--- src/hw/rtl/scoped_symbol_table_macros.svh ---
// Assertion macros shared by the scoped symbol table RTL.
`ifndef SCOPED_SYMBOL_TABLE_MACROS_SVH
`define SCOPED_SYMBOL_TABLE_MACROS_SVH

`ifndef SYNTHESIS
// Check a property on every rising edge of clk outside reset.
`define SST_ASSERT(lbl, prop) \
	lbl: assert property (@(posedge clk) disable iff (!arst_n) (prop)) \
		else $error("scoped_symbol_table: assertion failed");
// Check that an expression never holds outside reset.
`define SST_NEVER(lbl, expr) \
	lbl: assert property (@(posedge clk) disable iff (!arst_n) !(expr)) \
		else $error("scoped_symbol_table: forbidden condition seen");
`else
`define SST_ASSERT(lbl, prop)
`define SST_NEVER(lbl, expr)
`endif

`endif

--- src/hw/rtl/sst_pkg.sv ---
// Types and constants of the scoped symbol table.
package sst_pkg;

	localparam int ID_W      = 16;
	localparam int TYPE_W    = 16;
	localparam int OUT_LVL_W = 4;
	localparam int CMD_W     = 3;
	localparam int STATUS_W  = 2;

	typedef enum logic [CMD_W-1:0] {
		CMD_CREATE = 3'd0,
		CMD_LOOKUP = 3'd1,
		CMD_ENTER  = 3'd2,
		CMD_LEAVE  = 3'd3,
		CMD_CLEAR  = 3'd4
	} cmd_t;

	localparam logic [STATUS_W-1:0] STS_OK           = 2'd0;
	localparam logic [STATUS_W-1:0] STS_LEAVE_GLOBAL = 2'd1;
	localparam logic [STATUS_W-1:0] STS_FULL         = 2'd2;
	localparam logic [STATUS_W-1:0] STS_DEPTH        = 2'd3;

	typedef enum logic [2:0] {
		S_INIT,
		S_IDLE,
		S_SCAN,
		S_WRITE,
		S_CLEAR,
		S_RESP
	} state_t;

endpackage

--- src/hw/rtl/sst_table.sv ---
// Entry store of the scoped symbol table: one write port, one registered read port.
module sst_table #(
	parameter int DEPTH = 64,
	parameter int WIDTH = 37
) (
	input  logic                     clk,
	input  logic                     wr_en,
	input  logic [$clog2(DEPTH)-1:0] wr_addr,
	input  logic [WIDTH-1:0]         wr_data,
	input  logic                     rd_en,
	input  logic [$clog2(DEPTH)-1:0] rd_addr,
	output logic [WIDTH-1:0]         rd_data
);

	logic [WIDTH-1:0] mem_q [DEPTH];

	always_ff @(posedge clk) begin
		if (wr_en) begin
			mem_q[wr_addr] <= wr_data;
		end
	end

	always_ff @(posedge clk) begin
		if (rd_en) begin
			rd_data <= mem_q[rd_addr];
		end
	end

endmodule

--- src/hw/rtl/scoped_symbol_table.sv ---
// Scoped symbol table: sequencer, scan compare unit and result register.
// Commands: create scans the entry store and then writes its entry, lookup and leave scan
// it, clear sweeps it; enter, leave at global and unknown commands go straight to the result.
// One command at a time; the linear scan over the entry store makes one read per cycle
// on its single read port.
// Reset: arst_n clears control state at once; a clearing pass then sweeps every entry of
// the store, during which no command is taken.
`include "scoped_symbol_table_macros.svh"

module scoped_symbol_table #(
	parameter int TABLE_ENTRIES = 64,
	parameter int MAX_LEVEL     = 15
) (
	input  logic        clk,
	input  logic        arst_n,
	// command channel
	input  logic        s_tvalid,
	output logic        s_tready,
	input  logic [31:0] s_tdata,   // [15:0] var_type, [31:16] var_id
	input  logic [2:0]  s_tuser,   // [2:0] cmd
	// result channel
	output logic        m_tvalid,
	input  logic        m_tready,
	output logic [47:0] m_tdata,   // [15:0] result_id, [16] found, [32:17] result_type,
	                               // [36:33] result_level, [40:37] level_now, rest zero
	output logic [1:0]  m_tuser    // [1:0] status
);

	import sst_pkg::*;

	localparam int AW     = $clog2(TABLE_ENTRIES);
	localparam int CNT_W  = $clog2(TABLE_ENTRIES + 1);
	localparam int LVL_W  = $clog2(MAX_LEVEL + 1);
	localparam int WORD_W = 1 + LVL_W + TYPE_W + ID_W;
	localparam int PAD_W  = 48 - (ID_W + 1 + TYPE_W + 2 * OUT_LVL_W);

	// Sequencer and scan state
	state_t             state_q, state_d;
	logic [CNT_W-1:0]   cnt_q;
	logic               vld_s1;
	logic [AW-1:0]      idx_s1;

	// Architectural state
	logic [LVL_W-1:0]   depth_q;
	logic [ID_W-1:0]    next_id_q;

	// Latched command
	cmd_t               cmd_q;
	logic [TYPE_W-1:0]  type_q;
	logic [ID_W-1:0]    vid_q;

	// Result being built
	logic [ID_W-1:0]    res_id_q;
	logic               res_found_q;
	logic [TYPE_W-1:0]  res_type_q;
	logic [LVL_W-1:0]   res_level_q;
	logic [STATUS_W-1:0] res_status_q;

	// Slot choice for create
	logic               hit_q, free_ok_q;
	logic [AW-1:0]      hit_idx_q, free_idx_q;

	// Output register
	logic               m_tvalid_q;
	logic [47:0]        m_tdata_q;
	logic [1:0]         m_tuser_q;

	// Store ports
	logic               wr_en, rd_en;
	logic [AW-1:0]      wr_addr, rd_addr;
	logic [WORD_W-1:0]  wr_data, rd_data;

	// Fields of the entry read in the previous cycle
	logic               e_valid;
	logic [LVL_W-1:0]   e_lvl;
	logic [TYPE_W-1:0]  e_type;
	logic [ID_W-1:0]    e_id;

	logic               accept, out_free, scan_last, wipe_last;
	logic               create_hit, create_free, look_hit, leave_kill, slot_ok;
	logic [AW-1:0]      slot_idx;
	logic [LVL_W+OUT_LVL_W-1:0] lvl_now_ext, lvl_res_ext;

	assign accept   = s_tvalid && s_tready;
	// The result register can take a new transaction when empty or being drained
	assign out_free = !m_tvalid_q || m_tready;

	assign {e_valid, e_lvl, e_type, e_id} = rd_data;

	// Shared compare unit: one entry per cycle against the latched command
	assign create_hit  = vld_s1 && e_valid && !hit_q && (e_id == next_id_q) &&
	                     (e_lvl == depth_q);
	assign create_free = vld_s1 && !e_valid && !free_ok_q;
	assign look_hit    = vld_s1 && e_valid && (e_id == vid_q) && (e_lvl <= depth_q) &&
	                     (!res_found_q || (e_lvl > res_level_q));
	assign leave_kill  = vld_s1 && e_valid && (e_lvl == depth_q);

	assign scan_last = vld_s1 && (idx_s1 == AW'(TABLE_ENTRIES - 1));
	assign wipe_last = (cnt_q == CNT_W'(TABLE_ENTRIES - 1));

	// Prefer the slot already holding this id at this level, else the lowest free one
	assign slot_ok  = hit_q || free_ok_q;
	assign slot_idx = hit_q ? hit_idx_q : free_idx_q;

	// Widen before truncating so the 4-bit level fields work for any level width
	assign lvl_now_ext = {{OUT_LVL_W{1'b0}}, depth_q};
	assign lvl_res_ext = {{OUT_LVL_W{1'b0}}, res_level_q};

	sst_table #(
		.DEPTH (TABLE_ENTRIES),
		.WIDTH (WORD_W)
	) u_table (
		.clk     (clk),
		.wr_en   (wr_en),
		.wr_addr (wr_addr),
		.wr_data (wr_data),
		.rd_en   (rd_en),
		.rd_addr (rd_addr),
		.rd_data (rd_data)
	);

	// Next state
	always_comb begin
		state_d = state_q;
		unique case (state_q)
			S_INIT: begin
				if (wipe_last) state_d = S_IDLE;
			end
			S_IDLE: begin
				if (accept) begin
					unique case (s_tuser) inside
						CMD_CREATE, CMD_LOOKUP: state_d = S_SCAN;
						CMD_LEAVE:  state_d = (depth_q == '0) ? S_RESP : S_SCAN;
						CMD_CLEAR:  state_d = S_CLEAR;
						default:    state_d = S_RESP;
					endcase
				end
			end
			S_SCAN: begin
				if (scan_last) state_d = (cmd_q == CMD_CREATE) ? S_WRITE : S_RESP;
			end
			S_WRITE: state_d = S_RESP;
			S_CLEAR: begin
				if (wipe_last) state_d = S_RESP;
			end
			S_RESP: begin
				if (out_free) state_d = S_IDLE;
			end
			default: state_d = S_INIT;
		endcase
	end

	// Store port and handshake drive
	always_comb begin
		s_tready = 1'b0;
		rd_en    = 1'b0;
		rd_addr  = cnt_q[AW-1:0];
		wr_en    = 1'b0;
		wr_addr  = cnt_q[AW-1:0];
		wr_data  = '0;
		unique case (state_q)
			S_INIT, S_CLEAR: begin
				// sweep: drop every entry, one per cycle
				wr_en = 1'b1;
			end
			S_IDLE: s_tready = 1'b1;
			S_SCAN: begin
				rd_en = (cnt_q < CNT_W'(TABLE_ENTRIES));
				if (cmd_q == CMD_LEAVE && leave_kill) begin
					// invalidate the entry just compared, behind the read pointer
					wr_en   = 1'b1;
					wr_addr = idx_s1;
				end
			end
			S_WRITE: begin
				wr_en   = slot_ok;
				wr_addr = slot_idx;
				wr_data = {1'b1, depth_q, type_q, next_id_q};
			end
			S_RESP: ;
			default: ;
		endcase
	end

	// Control registers
	always_ff @(posedge clk or negedge arst_n) begin
		if (!arst_n) begin
			state_q      <= S_INIT;
			cnt_q        <= '0;
			vld_s1       <= 1'b0;
			depth_q      <= '0;
			next_id_q    <= ID_W'(1);
			hit_q        <= 1'b0;
			free_ok_q    <= 1'b0;
			res_found_q  <= 1'b0;
			res_status_q <= STS_OK;
			m_tvalid_q   <= 1'b0;
		end else begin
			state_q <= state_d;
			// Advance the compare pipe only while the scan still has entries to read
			vld_s1  <= (state_q == S_SCAN) && (cnt_q < CNT_W'(TABLE_ENTRIES));
			// Raise the result on the response step, drop it once the transaction completes
			if (state_q == S_RESP && out_free) m_tvalid_q <= 1'b1;
			else if (m_tready) m_tvalid_q <= 1'b0;
			unique case (state_q)
				S_INIT: cnt_q <= cnt_q + CNT_W'(1);
				S_IDLE: begin
					if (accept) begin
						cnt_q       <= '0;
						hit_q       <= 1'b0;
						free_ok_q   <= 1'b0;
						res_found_q <= 1'b0;
						// hold the level at the deepest scope
						if (s_tuser == CMD_ENTER && depth_q >= LVL_W'(MAX_LEVEL))
							res_status_q <= STS_DEPTH;
						else if (s_tuser == CMD_LEAVE && depth_q == '0)
							res_status_q <= STS_LEAVE_GLOBAL;
						else
							res_status_q <= STS_OK;
						if (s_tuser == CMD_ENTER && depth_q < LVL_W'(MAX_LEVEL))
							depth_q <= depth_q + LVL_W'(1);
					end
				end
				S_SCAN: begin
					if (cnt_q < CNT_W'(TABLE_ENTRIES)) begin
						cnt_q <= cnt_q + CNT_W'(1);
					end
					if (cmd_q == CMD_CREATE) begin
						if (create_hit) hit_q <= 1'b1;
						if (create_free) free_ok_q <= 1'b1;
					end
					if (cmd_q == CMD_LOOKUP && look_hit) res_found_q <= 1'b1;
					if (cmd_q == CMD_LEAVE && scan_last) depth_q <= depth_q - LVL_W'(1);
				end
				S_WRITE: begin
					if (slot_ok) next_id_q <= next_id_q + ID_W'(1);
					else res_status_q <= STS_FULL;
				end
				S_CLEAR: begin
					cnt_q <= cnt_q + CNT_W'(1);
					if (wipe_last) begin
						depth_q   <= '0;
						next_id_q <= ID_W'(1);
					end
				end
				S_RESP: ;
				default: ;
			endcase
		end
	end

	// Payload registers
	always_ff @(posedge clk) begin
		unique case (state_q)
			S_IDLE: begin
				if (accept) begin
					cmd_q       <= cmd_t'(s_tuser);
					type_q      <= s_tdata[15:0];
					vid_q       <= s_tdata[31:16];
					res_id_q    <= '0;
					res_type_q  <= '0;
					res_level_q <= '0;
				end
			end
			S_SCAN: begin
				idx_s1 <= cnt_q[AW-1:0];
				if (cmd_q == CMD_CREATE && create_hit) hit_idx_q <= idx_s1;
				if (cmd_q == CMD_CREATE && create_free) free_idx_q <= idx_s1;
				if (cmd_q == CMD_LOOKUP && look_hit) begin
					res_id_q    <= e_id;
					res_type_q  <= e_type;
					res_level_q <= e_lvl;
				end
			end
			S_WRITE: begin
				if (slot_ok) res_id_q <= next_id_q;
			end
			S_RESP: begin
				if (out_free) begin
					m_tdata_q <= {{PAD_W{1'b0}}, lvl_now_ext[OUT_LVL_W-1:0],
					              lvl_res_ext[OUT_LVL_W-1:0], res_type_q, res_found_q,
					              res_id_q};
					m_tuser_q <= res_status_q;
				end
			end
			default: ;
		endcase
	end

	assign m_tvalid = m_tvalid_q;
	assign m_tdata  = m_tdata_q;
	assign m_tuser  = m_tuser_q;

	// One command at a time: a transaction closes the command port for the next cycle
	`SST_ASSERT(a_one_cmd, (s_tvalid && s_tready) |=> !s_tready)
	// The store is never written while waiting for a command
	`SST_NEVER(a_no_idle_write, wr_en && state_q == S_IDLE)
	// The scope level stays within the deepest allowed scope
	`SST_ASSERT(a_depth_bound, depth_q <= LVL_W'(MAX_LEVEL))
	// A result only appears from the response step
	`SST_ASSERT(a_resp_source, $rose(m_tvalid_q) |-> $past(state_q) == S_RESP)
	// Compared entries only arrive during a scan
	`SST_ASSERT(a_scan_pipe, vld_s1 |-> state_q == S_SCAN)

endmodule
--- config.mk ---
export PLATFORM = sky130hd
export DESIGN_NAME = scoped_symbol_table
export DESIGN_NICKNAME = d
export VERILOG_FILES = /design/src/hw/rtl/sst_pkg.sv /design/src/hw/rtl/sst_table.sv /design/src/hw/rtl/scoped_symbol_table.sv
export VERILOG_INCLUDE_DIRS = /design/src /design/src/hw/rtl
export SDC_FILE = /design/constraint.sdc
export NUM_CORES = 2
export LEC_CHECK = 0
export ABC_AREA = 1
export ABC_CLOCK_PERIOD_IN_PS = 3500
export BUFFER_PORTS_ARGS = -buffer_cell sky130_fd_sc_hd__buf_2
export CAP_MARGIN = 25
export CORE_ASPECT_RATIO = 0.6
export CORE_UTILIZATION = 44
export DETAILED_ROUTE_END_ITERATION = 10
export PLACE_DENSITY = 0.69
export SLEW_MARGIN = 20
export SYNTH_ARGS = -nofsm -noshare
export SYNTH_HDL_FRONTEND = slang
export SYNTH_SLANG_ARGS = --single-unit
--- constraint.sdc ---
create_clock -name clk -period 3.5 [get_ports clk]
set_input_delay 0.525 -clock clk [delete_from_list [all_inputs] [get_ports clk]]
set_output_delay 0.525 -clock clk [all_outputs]
set_load 0.03 [all_outputs]
==> flow_summary_export.csv <==
group,metric,value,unit
worst_setup_path,worstPathRequired,4.06,ns
worst_setup_path,timing.rr.end,"u_table.mem_q[50][22]",
clock_network,numClockSinks,2574,
yosys,synthFlopType,"edfxtp_1",
layout,drive_gt1_share,9.504,%
clock_network,htreeDepth,4,
clock_network,root_buffer,"clkbuf_16",
worst_hold_path,hold_path.class,"primary input to asynchronous set/reset pin",
yosys,synth_edf_count,2537,
worst_setup_path,cp-start-kind,"register",
floorplanning,num_rows,138,
global_route,overflow,0,
worst_setup_path,reg2reg_depth,12,
power_and_ir_drop,total_power,80.87,mW
clock_network,cts_buffer_depth,4,
sta,tightest_slew,0.9523,ns
global_route,antenna_found_initial,12,
floorplanning,io_pins,91,
yosys,yosysTopAreaCellShare,72.77,%
global_route,grt_pass1_vias,65623,
worst_setup_path,r2r_slack,0.27,ns
sta,worst_hold_slack,0.2114,ns
routing,drc,0,
yosys,ys_ff_latch,2574,
clock_network,postCtsSetupBuffers,0,
worst_setup_path,worst_setup_path_end_kind,"register",
global_route,grt_usage,25.06,%
floorplanning,fp.dieH,379.8,um
placement,place_congestion,0.9480,
sta,min_period,3.227,ns
sta,relSlewSlack,36.37,%
clock_network,cts_inserted_buffers,219,
routing,viasPerCell,5.665,
routing,detail-route-antenna-nets,0,
floorplanning,die_w,631.7,um
clock_network,clk_pin_slew_worst_paths,0.07,ns
worst_setup_path,crit_fanout,31,
layout,fin_area,119500,sq um
yosys,synth_top_area_cell,"edfxtp_1",
floorplanning,die-area,240000,sq um
layout,area_delta_synth_final,14.11,%
routing,route.vias.total,70609,
floorplanning,core,236200,sq um
routing,totalWireLength,306700,um
power_and_ir_drop,p_leak,42.15,nW
floorplanning,start_util,44.32,%
yosys,ys_types,41,
sta,finalSetupViolations,0,
sta,finalCritPeriodShare,92.21,%
clock_network,clk_latency,0.88,ns
yosys,synth_area_per_cell,11.70,sq um
sta,rsz0062_at_grt,"no",
yosys,ys_warn_count,0,
clock_network,cts_tree,"done",
global_route,grt_pass1_wl,445400,um
power_and_ir_drop,powerDensity,676.9,nW/um^2
yosys,ys_seq_area_share,73.65,%
sta,fin_skew,0.04122,ns
sta,max_freq,0.3099,GHz
routing,drtPass1Iterations,8,
job,maxCapViolations,0,
yosys,netlist_instances,8947,
placement,postPlaceCellArea,112300,sq um
yosys,ys_async_sr_fraction,1.437,%
yosys,synth_area_leaders,"edfxtp_1, nand2_1, nor2_1, o21ai_0, nand3_1",
global_route,grt_max_degree,112,
worst_setup_path,r2r-start,"depth_q[3]",
yosys,synth_area,104700,sq um
sta,drv_slew,0,
outcome,outcome,"finished, final reports clean",
sta,final_hold_viol_count,0,
power_and_ir_drop,ir_worst_vdd,0.0005408,V
worst_setup_path,worstSetupPathType,"register to register",
routing,wire_per_inst,24.61,um
placement,port_buffers,83,
worst_setup_path,cp.arrival,3.79,ns
layout,nets,9191,
routing,dr.first_iter.drc_count,10688,
placement,dp_hpwl,190600,um
## metal layers
| metal | vias up | wire (um) | global-route usage, % |
|---|---|---|---|
| li1 | 31369 | - | - |
| met1 | 34537 | 130700 | 38.58 |
| met2 | 4265 | 125200 | 34.47 |
| met3 | 438 | 43000 | 7.582 |
| met4 | 0 | 7838 | 6.064 |
| met5 | - | 0 | 0 |
## synth_stat cells, types with 21 or more instances
| master | instances |
|---|---|
| dfrtp_1 | 36 |
| buf_1 | 52 |
| o211ai_1 | 219 |
| o21ai_1 | 206 |
| inv_1 | 292 |
| o21ai_0 | 809 |
| nand2_1 | 1862 |
| clkinv_1 | 31 |
| nor2_1 | 1792 |
| buf_2 | 147 |
| a21oi_1 | 102 |
| nand4_1 | 23 |
| buf_4 | 45 |
| edfxtp_1 | 2537 |
| nand3_1 | 400 |
| clkbuf_1 | 268 |
| o22ai_1 | 21 |
## how the worst max path moves through the flow
| stage | depth (start not counted) | slack, ns | from | end |
|---|---|---|---|---|
| global placement | 14 | 0.30 | depth_q[3] | u_table.mem_q[51][33] |
| finish | 12 | 0.27 | depth_q[3] | u_table.mem_q[50][22] |
| CTS | 12 | 0.31 | depth_q[3] | u_table.mem_q[50][24] |
| floorplan | 12 | -0.39 | depth_q[3] | u_table.mem_q[11][0] |
| global route | 14 | 0.11 | depth_q[3] | u_table.mem_q[50][24] |
| detailed placement | 12 | 0.31 | depth_q[3] | u_table.mem_q[50][20] |
## state kept, by name (all words and copies together), names as in the netlist, 2 cells and up
register         count
u_table.mem_q     2368
res_type_q          16
next_id_q           16
m_tdata             41
res_level_q          4
type_q              16
u_table.rd_data     37
free_idx_q           6
state_q              3
res_id_q            16
m_tuser              2
vid_q               16
cnt_q                7
depth_q              4
hit_idx_q            6
cmd_q                3
idx_s1               6
res_status_q         2
## worst max-delay path, stage by stage, from the launching register on
cell and delay [ns]:
dfrtp_1 0.43, inv_1 0.13, ha_1 0.31, nand2_1 0.07, nor2_2 0.17, nand3_2 0.16
nor2_2 0.31, nand2_1 0.13, nand3_1 0.24, nand3_2 0.12, buf_4 0.24, nor2_4 0.31
buf_12 0.26
## cells by family after synthesis
logic type | share of synthesized area (%)
buffers and inverters | 3.453
AO/OA/AOI/OAI | 7.087
other | 0.003582
adder cells (fa/ha/maj) | 0.1625
AND/OR/NAND/NOR | 15.44
flip-flops | 73.65
XOR/XNOR | 0.2008
## what timing repair did
action / CTS / global route
hold buffers: 37 / 0
gates resized for setup: 0 / 0
hold endpoints to repair: 52 / 0
## final cells by class
class	count	area, sq um
multi-input cells	5528	24780
clock inverters	119	948.4
well taps	3150	3941
flip-flops and latches	2574	77120
diodes	1	2.502
clock buffers	275	5797
inverters	330	1266
repair buffers	486	5610
fillers	19987	116700
## power breakdown
group	leakage [nW]	internal (mW)	total [mW]	switching [mW]
logic	15.4	5.69	20.6	14.9
registers	23.5	35.8	36.4	0.614
clock network	3.30	12.8	23.9	11.0
total	42.2	54.3	80.9	26.6
## per-stage QoR
step	std cells	util, %	setup TNS (ns)	setup slack, ns
3_5_place_dp	12030	47.56	0	0.3111
2_1_floorplan	8953	-	-898.67	-0.3909
6_report	12463	50.58	0	0.2727
3_3_place_gp	12029	47.55	0	0.2970
4_1_cts	12461	50.57	0	0.3088
5_1_grt	12462	50.58	0	0.1132
## cell usage in the layout (no fill, tap or decap), types with 3 or more instances in the layout
cell type,instances
clkinv_2,37
inv_6,5
buf_2,83
dfrtp_1,32
nand2_1,1861
edfxtp_1,2537
nor2_2,9
nor3_1,12
o211ai_1,219
inv_1,289
nor2_1,1687
inv_2,6
dfrtp_4,3
bufinv_16,15
clkbuf_1,51
nor2_4,104
nand4_1,23
dlygate4sd3_1,37
ha_1,12
clkbuf_16,224
nand3_2,9
clkinvlp_4,3
o21ai_0,809
xnor2_1,13
conb_1,7
or2_2,7
o22ai_1,21
a21oi_1,102
xor2_1,11
buf_4,200
o21ai_1,206
nand3_1,400
clkinv_1,87
buf_12,166
No activity file was read; power rests on OpenSTA's default activity.
